<file path="config.mk">
export PLATFORM = sky130hd
export DESIGN_NAME = ffha_cell
export DESIGN_NICKNAME = d
export VERILOG_FILES = /design/src/design/ffha_pkg.sv /design/src/design/ffha_cell.sv
export SDC_FILE = /design/constraint.sdc
export NUM_CORES = 1
export LEC_CHECK = 0
export ABC_AREA = 0
export BUFFER_PORTS_ARGS = -buffer_cell sky130_fd_sc_hd__clkbuf_2
export CORE_ASPECT_RATIO = 2
export CORE_MARGIN = 4
export CORE_UTILIZATION = 25
export CTS_CLUSTER_SIZE = 14
export DETAILED_ROUTE_END_ITERATION = 12
export HOLD_SLACK_MARGIN = 0.15
export PLACE_DENSITY = 0.65
export SYNTH_ARGS = -nofsm -noshare
export SYNTH_HDL_FRONTEND = slang
export SYNTH_SLANG_ARGS = --single-unit
export TNS_END_PERCENT = 30
</file>
<file path="constraint.sdc">
create_clock -name i_clk -period 3.65 [get_ports i_clk]
set_clock_uncertainty 0.2 [all_clocks]
set_input_delay 0.365 -clock i_clk [delete_from_list [all_inputs] [get_ports i_clk]]
set_output_delay 0.365 -clock i_clk [all_outputs]
set_load 0.005 [all_outputs]
</file>
<file path="src/design/ffha_pkg.sv">
// Shared constants and types for the first-fit heap allocator.
// No dependencies.
`timescale 1ns / 1ps
package ffha_pkg;
    localparam int HEAP_BYTES   = 4096;
    localparam int MAX_SEGMENTS = 256;
    localparam int HEADER_BYTES = 8;
    localparam int NODE_BYTES   = 16;

    localparam logic [1:0] ST_DONE    = 2'd0;
    localparam logic [1:0] ST_BADSIZE = 2'd1;
    localparam logic [1:0] ST_NOFIT   = 2'd2;
    localparam logic [1:0] ST_IGNORED = 2'd3;

    // Per-cycle command broadcast to every cell of the free table.
    typedef struct packed {
        logic shift_up;    // take the left neighbor's entry (opens a hole)
        logic shift_down;  // take the right neighbor's entry (closes a hole)
        logic wr;          // write the selected cell
    } t_cell_cmd;
endpackage

</file>
<file path="src/design/ffha_cell.sv">
// One entry of the address-ordered free table, linked to its neighbors.
// Depends on ffha_pkg.
`timescale 1ns / 1ps
module ffha_cell #(
    parameter int AW = 12
) (
    input  logic                i_clk,
    input  logic                i_rst_n,
    input  logic                i_init_valid,
    input  logic [AW-1:0]       i_init_start,
    input  logic [AW:0]         i_init_len,
    input  ffha_pkg::t_cell_cmd i_cmd,
    input  logic                i_sel,
    input  logic [AW-1:0]       i_wr_start,
    input  logic [AW:0]         i_wr_len,
    input  logic [AW-1:0]       i_left_start,
    input  logic [AW:0]         i_left_len,
    input  logic [AW-1:0]       i_right_start,
    input  logic [AW:0]         i_right_len,
    input  logic                i_up_en,
    input  logic                i_down_en,
    output logic [AW-1:0]       o_start,
    output logic [AW:0]         o_len
);
    logic [AW-1:0] r_start;
    logic [AW:0]   r_len;

    always_ff @(posedge i_clk) begin
        if (!i_rst_n) begin
            r_start <= i_init_start;
            r_len   <= i_init_valid ? i_init_len : '0;
        end else if (i_cmd.wr && i_sel) begin
            r_start <= i_wr_start;
            r_len   <= i_wr_len;
        end else if (i_cmd.shift_up && i_up_en) begin
            r_start <= i_left_start;
            r_len   <= i_left_len;
        end else if (i_cmd.shift_down && i_down_en) begin
            r_start <= i_right_start;
            r_len   <= i_right_len;
        end
    end

    assign o_start = r_start;
    assign o_len   = r_len;
endmodule

</file>
Word level (Yosys, flattened, before mapping) --
Index checks and enable logic that the tools add are counted.
Operators by class: add/sub/neg operators 0, multiply operators 0, divide/modulo/power cells 0, magnitude comparators 0, eq/ne operators 1, shift-type cells 0, mux-type cells 9, bitwise logic cells 0, reductions and logical operators 3
Operators with widths (count):
- 2-to-1 mux 13 bit | 5
- 2-to-1 mux 12 bit | 4
- inequality test 4 x 1 -> 1 bit (second input constant) | 1
- logical AND 1 bit | 3
Storage, ports and cells: bits in registers 25, latch bits 0, bits in writable memories 0, memory bits (read-only) 0, input bits 109, output and inout port bits 25, word-level logic and storage cells 15, memories kept 0

Depth between registers and ports, before layout --
Gate-level depths: netlist of run 1.
depth after elaboration 5, depth in mapped cells 5, gate-level depth less buffers 3

Worst setup path before layout of run 1 --
Ideal clock, no wire load.
path type input-to-reg, start point input port i_rst_n, end point register r_len[0] (netlist: o_len[0]) (enable), library setup time 551 ps, arrival 1522 ps, required time 2899 ps, slack 1377 ps, cell stages on the path 4, path buffers 3, cell sequence buf_6 buf_4 buf_2 nand4_1
Between the ends: cells in the longest elaborated chain, start to end 1
Ends and longest elaborated chain:
- start: declaration | line ffha_cell.sv:8 | input logic i_rst_n,
- inequality test 4 x 1 -> 1 bit (no source line)
- end signal: assignment | line ffha_cell.sv:31 | r_len <= i_init_valid ? i_init_len : '0;
- end signal: assignment | line ffha_cell.sv:34 | r_len <= i_wr_len;
- end signal: assignment | line ffha_cell.sv:37 | r_len <= i_left_len;
- end: declaration | line ffha_cell.sv:26 | logic [AW:0] r_len;
Every way passes these cells. A chain may end at the register's enable or synchronous reset.

Final worst setup path of run 1 --
start point input port i_rst_n, end point register r_len[12] (netlist: o_len[12]) (data pin)
Between the ends: cells in the longest elaborated chain, start to end 1
Ends and longest elaborated chain:
- 2-to-1 mux 13 bit | line ffha_cell.sv:29 | if (!i_rst_n) begin
Every way passes these cells.

==> key figures, run 1 <==
Route
  • Via/cell ratio: about 4.7
  • Total number of vias: 1,507
  • Final WL: 4.95 mm
  • Drt drc: 0
  • Pre-Repair DR Iteration Count: 4
  • Drt initial violations: 58
  • Final ANT Viol Nets: 0
  • Avg WL per Cell: 15.5 um

Clock tree
  • CTS resizes: 0
  • Setup Buffers After CTS: 0
  • CTS max path bufs: 2
  • H-tree depth: 1
  • CTS tree: built
  • Clk slew on worst S/H paths: 60 ps
  • TritonCTS Buffers: 3
  • Hold-fix buffers, CTS: 0
  • Clk sinks: 25
  • CTS root buffer: clkbuf_16

Synth
  • Simple-gate share of the synthesized area: 8.64%
  • YS warnings: 0
  • Netlist cell types: 19
  • Multiplexer share of the synthesized area: 16.6%
  • Post-synthesis sequential area ratio: 49.8%
  • Largest family of logic cells by synthesized area: compound AO/OA/AOI/OAI gates
  • Post-synth top flop: edfxtp_1
  • Cell taking the most area after synthesis: edfxtp_1
  • EDFF count, synth: 25
  • Post-synthesis cell count: 130
  • #FFs+latches synth: 25
  • Syn_area_per_cell: 11.6 um2
  • Commonest cells post-synth: edfxtp_1, mux2i_1, o21ai_0
  • Ys async rst share: 0%
  • Compound-Gate Fraction of Synth Area: between 20% and 30%
  • Post-synthesis xor/xnor area fraction: 0%
  • Synth top area cells: edfxtp_1, mux2i_1, a22oi_1, a31oi_1, nor2b_1
  • Post-Synth Adder-Cell Area: 0%
  • Syn_nets: 239
  • Synth Cell Area: 1510 um2
  • Synth top area share: 49.8%

Global route
  • Initial antenna violation count: 0
  • Global Route Usage Sum: about 14%
  • Total grt overflow: 0
  • First-pass GRT wire length: 7.96 mm
  • Vias in the first global route: 1,680
  • Largest net degree at the start of global routing: 29

Layout
  • Area growth, synth to finish: 50.2%
  • Share of cells above drive strength 1: 54.7%
  • Non-filler cells, final: 319
  • Antenna cells: 0
  • Fin nets: 368

Setup path
  • Critical path class: in2reg
  • Startpoint class of the critical path: input port
  • Critical Path AT: 1700 ps
  • Critical path fanouts, max: 28
  • Critical Path RT: ~3500 ps
  • CP cell instances: clkbuf_2, nand2_1, o21ai_0
  • Critical Path Max Stage Delay: 600 ps
  • Slowest CP cell: nand2_1
  • CP endpoint kind: register

Place
  • DP Wirelength: 4.12 mm
  • GPL Wtd Cong: 0.700
  • Placed insts: 315
  • Port bufs: ~130

Hold path
  • WHS Endpoint: o_len[2]$_DFFE_PP_
  • Hold path depth: 3
  • Worst min path class: in2reg
  • Worst hold start: i_init_len[2]

STA
  • Fmax: ~550 MHz
  • Final hold violations: 0
  • Post-layout min period: 1810 ps
  • RSZ-0062 raised after global routing: no
  • Max-slew headroom: 48.1%
  • Final setup fails: 0
  • Final Max Tran Viols: 0
  • Setup TNS: 0 ps
  • Worst Tran Pin Value: 776 ps
  • Crit share post-route: 49.7%

Pwr
  • Worst vdd ir: 0.137 mV
  • Power density over cell area: 354 nW/um2
  • LEAKAGE: 1.18 nW

Floorplan
  • Die Area: 7410 um2
  • Die Ht: between 100 and 150 um
  • Initial core utilization: 25.9%
  • Row cnt: 39
  • Die Span X: 62.9 um
  • Core ar.: a little under 6000 um2
  • Ports: 134

Run status
  • Outcome: finished clean

Run
  • Max cap viols: 0
## worst max-delay path by stage
stage,start,to,slack [ps],depth (start not counted)
CTS,i_rst_n,o_len[12]$_DFFE_PP_,1790,3
detailed placement,i_rst_n,o_len[12]$_DFFE_PP_,1520,3
global route,i_rst_n,o_len[12]$_DFFE_PP_,1470,3
finish,i_rst_n,o_len[12]$_DFFE_PP_,1840,3
floorplan,i_rst_n,o_len[0]$_DFFE_PP_,1380,4
global placement,i_rst_n,o_len[11]$_DFFE_PP_,1630,3
## state kept, by name, summed over array words and instances, names as in the netlist
register,cells
o_len,13
o_start,12
## layout make-up
cell class	instances	area (um2)
Sequential cell	25	751
Tap cell	61	76.3
Multi-Input combinational cell	95	683
Fill cell	610	3540
Clock buffer	4	78.8
Timing Repair Buffer	134	673
## metal layers
layer  GRT usage, %  vias to the layer above  routed length [um]
met1           14.7                      678                1780
met2           25.5                       61                2840
met4           4.98                        0                  55
met5              0                        -                   0
met3           2.10                        2                 272
li1               -                      766                   -
## cell usage in the layout, fill, tap and decap left out, drive strengths merged
master,count
clkbuf,137
mux2i,25
edfxtp,25
o21ai,25
a22oi,13
nor2b,13
a31oi,12
nand2,4
and3,1
and2,1
nand4,1
buf,1
## report_power, final
part           leakage, nW  internal [W]  switching, W
sequential           0.263      0.000365     0.0000107
combinational        0.880     0.0000983     0.0000875
clock               0.0382      0.000149     0.0000907
total                 1.18      0.000612      0.000189
## logic make-up (layout without fill, tap and decap cells)
kind of cell	after synthesis	after routing
AO/OA/AOI/OAI	50	50
multiplexers	25	25
flip-flops	25	25
AND/OR/NAND/NOR	20	20
buffers and inverters	10	138
## per-stage QoR
step           instance area [um2]  power (W)  worst slack [ps]  utilization, %  hold WS, ps
2_1_floorplan                 1510   0.000459              1380               -          368
3_3_place_gp                  2180   0.000568              1630            37.6          469
3_5_place_dp                  2180   0.000573              1520            37.6          473
4_1_cts                       2260   0.000815              1790            39.0          210
5_1_grt                       2260   0.000846              1470            39.0          219
6_report                      2260   0.000801              1840            39.0          212
## worst max-delay path, delay by kind of cell
| family | cells | cell delay, ps |
|---|---|---|
| compound gates | 1 | 350 |
| buf+inv | 1 | 380 |
| simple gates | 1 | 600 |
No activity file was read; power rests on OpenSTA's default activity.
==> run 2: changes to the inputs <==
==> constraint.sdc (replaced) <==
create_clock -name i_clk -period 1.7 [get_ports i_clk]
set_clock_uncertainty 0.2 [all_clocks]
set_input_delay 0.17 -clock i_clk [delete_from_list [all_inputs] [get_ports i_clk]]
set_output_delay 0.17 -clock i_clk [all_outputs]
set_load 0.005 [all_outputs]
==> key figures, run 2 (synthesis gave the netlist of run 1 again) <==
Pwr
  • Combinational share of power: 31.1%
  • Power density over cell area: 593 nW/um2
  • Clock share of power: 26.9%
  • Share of power burned in registers: a little over two fifths
  • Internal: 0.00146 W
  • Switching fraction of total power: roughly 24%
  • LEAKAGE: 1.60 nW
  • Worst vdd ir: 0.321 mV
  • Net load switching power: 0.000464 W

Layout
  • Max FFs per register: 13
  • Area growth, synth to finish: 115%
  • Commonest non-fill, non-tap cell in the layout: clkbuf_2
  • Design Area, Final: ~3200 um2
  • Fin util: 55.9%
  • Most frequent cells in the layout: clkbuf_2, dlygate4sd3_1, mux2i_1, edfxtp_1, o21ai_0
  • Fin nets: 466
  • Share of cells above drive strength 1: 41.6%

Setup path
  • Critical Path AT: approximately 1200 ps
  • CP endpoint kind: register
  • Critical Path RT: 1500 ps
  • Critical Path Max Stage Delay: between 500 and 600 ps
  • Slowest CP cell: dlygate4sd3_1
  • Number of buffers and inverters on the critical path: 2
  • CP cell instances: dlygate4sd3_1, clkbuf_2, nor2b_1, a31oi_1, o21ai_0
  • Startpoint class of the critical path: input port
  • Cell family with most CP delay: buffers and inverters
  • Critical path class: in2reg
  • Critical path fanouts, max: 1

STA
  • Post-layout min period: approximately 1400 ps
  • Crit share post-route: 82.0%
  • Worst Tran Pin Value: 574 ps
  • Fmax: ~720 MHz
  • Final hold violations: 0
  • Final Max Tran Viols: 0
  • RSZ-0062 raised after global routing: no
  • Final setup fails: 0
  • Max-slew headroom: 61.6%

Global route
  • First-pass GRT wire length: 10.3 mm
  • Largest net degree at the start of global routing: 25
  • Initial antenna violation count: 1
  • Global Route Usage Sum: 17.8%
  • Vias in the first global route: roughly 2.3k
  • Total grt overflow: 0

Place
  • GPL Wtd Cong: between 0.6 and 0.7
  • Port bufs: ~130
  • DP Wirelength: 4.26 mm
  • DP Area: between 2000 and 2500 um2

Clock tree
  • CTS max path bufs: 2
  • CTS root buffer: clkbuf_16
  • Setup Buffers After CTS: 0
  • TritonCTS Buffers: 3
  • CTS tree: built
  • H-tree depth: 1
  • Clk sinks: 25
  • Clk slew on worst S/H paths: ~60 ps

Hold path
  • Worst min path class: in2reg
  • Worst hold start: i_right_start[6]
  • Hold path depth: 3
  • WHS Endpoint: o_start[6]$_DFFE_PP_

Floorplan
  • Ports: 134
  • Die Area: about 7400 um2
  • Die Ht: 118 um
  • Initial core utilization: 25.9%
  • Die Span X: between 60 and 70 um
  • Row cnt: 39
  • Core ar.: 5810 um2

Route
  • Final WL: 6.73 mm
  • Pre-Repair DR Iteration Count: 6
  • Drt drc: 0
  • Drt initial violations: 58
  • Final ANT Viol Nets: 0
  • Avg WL per Cell: 16.1 um
  • Total number of vias: between 1.5k and 2k
  • Via/cell ratio: 4.71

Run
  • Max cap viols: 0

Run status
  • Outcome: finished clean
run 2: cell types whose count changed in the layout (fill, tap and decap cells not counted):
| cell | delta |
|---|---|
| buf_12 | +1 |
| buf_4 | +5 |
| clkbuf_1 | -1 |
| clkinv_2 | +1 |
| dlygate4sd3_1 | +92 |
| diode_2 | +1 |
run 2: routing by layer:
layer / share of wire [%] / GRT usage, %
met1: 32 / 15.4
met2: 58 / 35.9
met3: 5.0 / 2.48
met4: 5.2 / 10.9
met5: 0 / 0
run 2: layout make-up:
cell class / count / area, um2
fillers: 480 / 2560
clock buffers: 3 / 75.1
well taps: 61 / 76.3
clock inverters: 1 / 5.00
flip-flops and latches: 25 / 751
diodes: 1 / 2.50
repair buffers: 232 / 1650
multi-input cells: 95 / 683
run 2: metrics by stage:
step	TNS, ps	hold slack [ps]	setup WS, ps	total power (W)	cells
after floorplan	-7120	173	-285	0.000991	130
after global placement	0	275	263	0.00123	321
after detailed placement	0	281	235	0.00124	321
after CTS	0	152	325	0.00194	416
after global routing	0	153	221	0.00202	418
final	0	137	305	0.00193	418
run 2: what timing repair did:
| action | 4_1_cts | 5_1_grt |
|---|---|---|
| hold buffers | 91 | 1 |
| endpoints found under the hold margin | 25 | 1 |
| resized for setup | 0 | 0 |
run 2: worst max-delay path by stage:
stage	cells past startpoint	from	to	slack [ps]
2_1_floorplan	4	i_rst_n	o_len[0]$_DFFE_PP_	-280
3_3_place_gp	5	i_cmd[2]	o_start[6]$_DFFE_PP_	260
3_5_place_dp	5	i_cmd[2]	o_start[6]$_DFFE_PP_	230
4_1_cts	5	i_init_start[6]	o_start[6]$_DFFE_PP_	330
5_1_grt	5	i_init_start[10]	o_start[10]$_DFFE_PP_	220
6_report	5	i_init_start[3]	o_start[3]$_DFFE_PP_	310
run 2: tightest hold or removal path, cell delays in order:
cell and delay, ps:
clkbuf_2 90, mux2i_1 60, o21ai_0 160
run 2: power by group through the flow:
| stage | clock, W | sequential [W] | combinational, W |
|---|---|---|---|
| floorplan | 0 | 0.000832 | 0.000159 |
| global route | 0.000557 | 0.000817 | 0.000650 |
| detailed placement | 0 | 0.000822 | 0.000423 |
| finish | 0.000518 | 0.000808 | 0.000599 |
| global placement | 0 | 0.000818 | 0.000416 |
| CTS | 0.000541 | 0.000808 | 0.000589 |
==> run 3: changes to the inputs <==
--- a/config.mk
+++ b/config.mk
@@ -5,7 +5,7 @@
 export SDC_FILE = /design/constraint.sdc
 export NUM_CORES = 1
 export LEC_CHECK = 0
-export ABC_AREA = 0
+export ABC_AREA = 1
 export BUFFER_PORTS_ARGS = -buffer_cell sky130_fd_sc_hd__clkbuf_2
 export CORE_ASPECT_RATIO = 2
 export CORE_MARGIN = 4
@@ -13,7 +13,7 @@
 export CTS_CLUSTER_SIZE = 14
 export DETAILED_ROUTE_END_ITERATION = 12
 export HOLD_SLACK_MARGIN = 0.15
-export PLACE_DENSITY = 0.65
+export PLACE_DENSITY = 0.62
 export SYNTH_ARGS = -nofsm -noshare
 export SYNTH_HDL_FRONTEND = slang
 export SYNTH_SLANG_ARGS = --single-unit
==> constraint.sdc (replaced) <==
create_clock -name i_clk -period 1.4 [get_ports i_clk]
set_clock_uncertainty 0.2 [all_clocks]
set_input_delay 0.14 -clock i_clk [delete_from_list [all_inputs] [get_ports i_clk]]
set_output_delay 0.14 -clock i_clk [all_outputs]
set_load 0.005 [all_outputs]
==> key figures, run 3 <==
Layout
  • Fin nets: 589
  • Max FFs per register: 13
  • Fin util: 50.6%
  • Share of cells above drive strength 1: a little over a third
  • Area growth, synth to finish: 97.8%
  • Commonest non-fill, non-tap cell in the layout: clkbuf_2
  • Most frequent cells in the layout: clkbuf_2, dlygate4sd3_1, nand2_1
  • # fillers: 691

Synth
  • Post-synth top flop: edfxtp_1
  • Syn_nets: approximately 360
  • EDFF count, synth: 25
  • YS warnings: 0
  • Cell taking the most area after synthesis: edfxtp_1
  • Multiplexer share of the synthesized area: 0%
  • Ys async rst share: 0%
  • Netlist cell types: 14
  • #FFs+latches synth: 25
  • Synth top area share: 40.4%
  • Post-synthesis xor/xnor area fraction: 0%
  • Commonest cells post-synth: nand2_1, nand3_1, nor2_1, edfxtp_1, nand2_2
  • Count leader, synth: nand2_1
  • Simple-gate share of the synthesized area: 48.2%
  • Synth Cell Area: 1860 um2
  • Synth top area cells: edfxtp_1, nand2_1, nand3_1, nor2_1, nand2_2
  • Compound-Gate Fraction of Synth Area: 0.269%
  • Largest family of logic cells by synthesized area: simple AND/OR/NAND/NOR gates
  • Post-Synth Adder-Cell Area: 0%
  • Syn_area_per_cell: around 7.4 um2
  • Post-synthesis cell count: 250
  • Post-synthesis sequential area ratio: between 40% and 50%

Floorplan
  • Ports: 134
  • Initial core utilization: 25.6%
  • Core ar.: roughly 7300 um2
  • Row cnt: 44
  • Die Span X: 69.0 um
  • Die Ht: 130 um
  • Die Area: between 8000 and 9000 um2

Setup path
  • Critical path fanouts, max: 1
  • CP endpoint kind: register
  • Startpoint class of the critical path: input port
  • Critical Path RT: 1220 ps
  • Number of buffers and inverters on the critical path: 2
  • Critical path class: in2reg
  • CP cell instances: dlygate4sd3_1, clkbuf_2, nand3_1, nand3_1, nand2_1, nand2_1
  • Cell family with most CP delay: buffers and inverters
  • Slowest CP cell: dlygate4sd3_1
  • Critical Path Max Stage Delay: 550 ps
  • Critical Path AT: roughly 1100 ps

STA
  • Setup WS post-layout: 123 ps
  • Post-layout min period: 1280 ps
  • Final setup fails: 0
  • Worst Tran Pin Value: 924 ps
  • Max-slew headroom: a little under two fifths
  • Crit share post-route: just over 90%
  • RSZ-0062 raised after global routing: no
  • Fmax: 783 MHz
  • Setup TNS: 0 ps
  • Final hold violations: 0
  • Final Max Tran Viols: 0

Global route
  • Vias in the first global route: 2,747
  • First-pass GRT wire length: 12.5 mm
  • Initial antenna violation count: 0
  • GR Layer Usage met3: 2.93%
  • GR Util met1: 16.5%
  • Global Route Usage Sum: 19.0%
  • Largest net degree at the start of global routing: 27
  • Most utilized layer in the global route result: met2
  • Met2 global-route usage: a little over a third
  • Total grt overflow: 0

Place
  • Port bufs: 133
  • GPL Wtd Cong: roughly 0.83
  • DP Wirelength: 5.09 mm
  • Dpl ws: -137 ps

Route
  • Drt drc: 0
  • Final ANT Viol Nets: 0
  • Via/cell ratio: 4.63
  • Pre-Repair DR Iteration Count: 4
  • Final WL: 8.57 mm
  • Drt initial violations: 74
  • Avg WL per Cell: 15.0 um
  • Total number of vias: 2,647

Clock tree
  • TritonCTS Buffers: 3
  • CTS tree: built
  • CTS root buffer: clkbuf_16
  • Clk sinks: 25
  • CTS max path bufs: 2
  • H-tree depth: 1
  • CTS resizes: 0
  • Clk slew on worst S/H paths: 70 ps

Hold path
  • Worst min path class: in2reg

Pwr
  • LEAKAGE: ~1.9 nW
  • Power density over cell area: 681 nW/um2
  • Worst vdd ir: around 0.4 mV

Run status
  • Outcome: finished clean

Run
  • Max cap viols: 0
## run 3: cell count changes after synthesis, sizes merged, moves of 2 or more
cell    previous run  this run
a31oi             12         0
o21ai             25         0
nor2b             13         0
clkbuf             2         4
buf                8        13
a22oi             13         0
nand3              0        51
nand2              4       102
mux2i             25         0
inv                0         2
nor2               0        51
## run 3: routing by layer
layer | up-vias | part of all wire [%]
li1 | 1269 | -
met1 | 1187 | 31
met2 | 143 | 57
met3 | 48 | 5.4
met4 | 0 | 6.6
met5 | - | 0
## run 3: worst paths after layout
path	startpoint	endpoint	slack, ps	depth (start not counted)
min	i_down_en	o_len[5]$_DFFE_PP_	230	4
max	i_left_start[3]	o_start[3]$_DFFE_PP_	120	6
## run 3: logic make-up (layout without fill, tap and decap cells)
| logic type | Yosys count | in the layout |
|---|---|---|
| flip-flops | 25 | 25 |
| other | 0 | 1 |
| AO/OA/AOI/OAI | 1 | 1 |
| AND/OR/NAND/NOR | 204 | 204 |
| buffers and inverters | 20 | 249 |
## run 3: through the flow
stage,hold slack (ps),area (um2),cells,power (W)
finish,226,3680,572,0.00250
global route,259,3670,571,0.00265
CTS,232,3670,571,0.00251
detailed placement,216,2590,467,0.00163
global placement,214,2590,467,0.00163
floorplan,126,1870,250,0.00130
## run 3: area by class of cell
cell class,count,area [um2],share of cell area (%)
sequential,25,751,20.4
antenna,1,2.50,0.0681
timing repair buffer,243,1800,49.1
clock buffer,4,78.8,2.14
tap,92,115,3.13
multi-input combinational,205,917,24.9
inverter,2,7.51,0.204
## run 3: where the power goes
part           total [W]  internal (W)  switching (W)
registers       0.000979      0.000949      0.0000298
clock network   0.000647      0.000390       0.000257
logic           0.000879      0.000486       0.000393
## run 3: timing repair
action / in CTS / in global routing
buffers inserted: 0 / 0
endpoints found under the hold margin: 25 / 0
hold buffers: 100 / 0
## run 3: tightest hold or removal path: stages
cell,delay [ps]
clkbuf_2,80
a21oi_2,60
nand3_4,80
buf_12,180
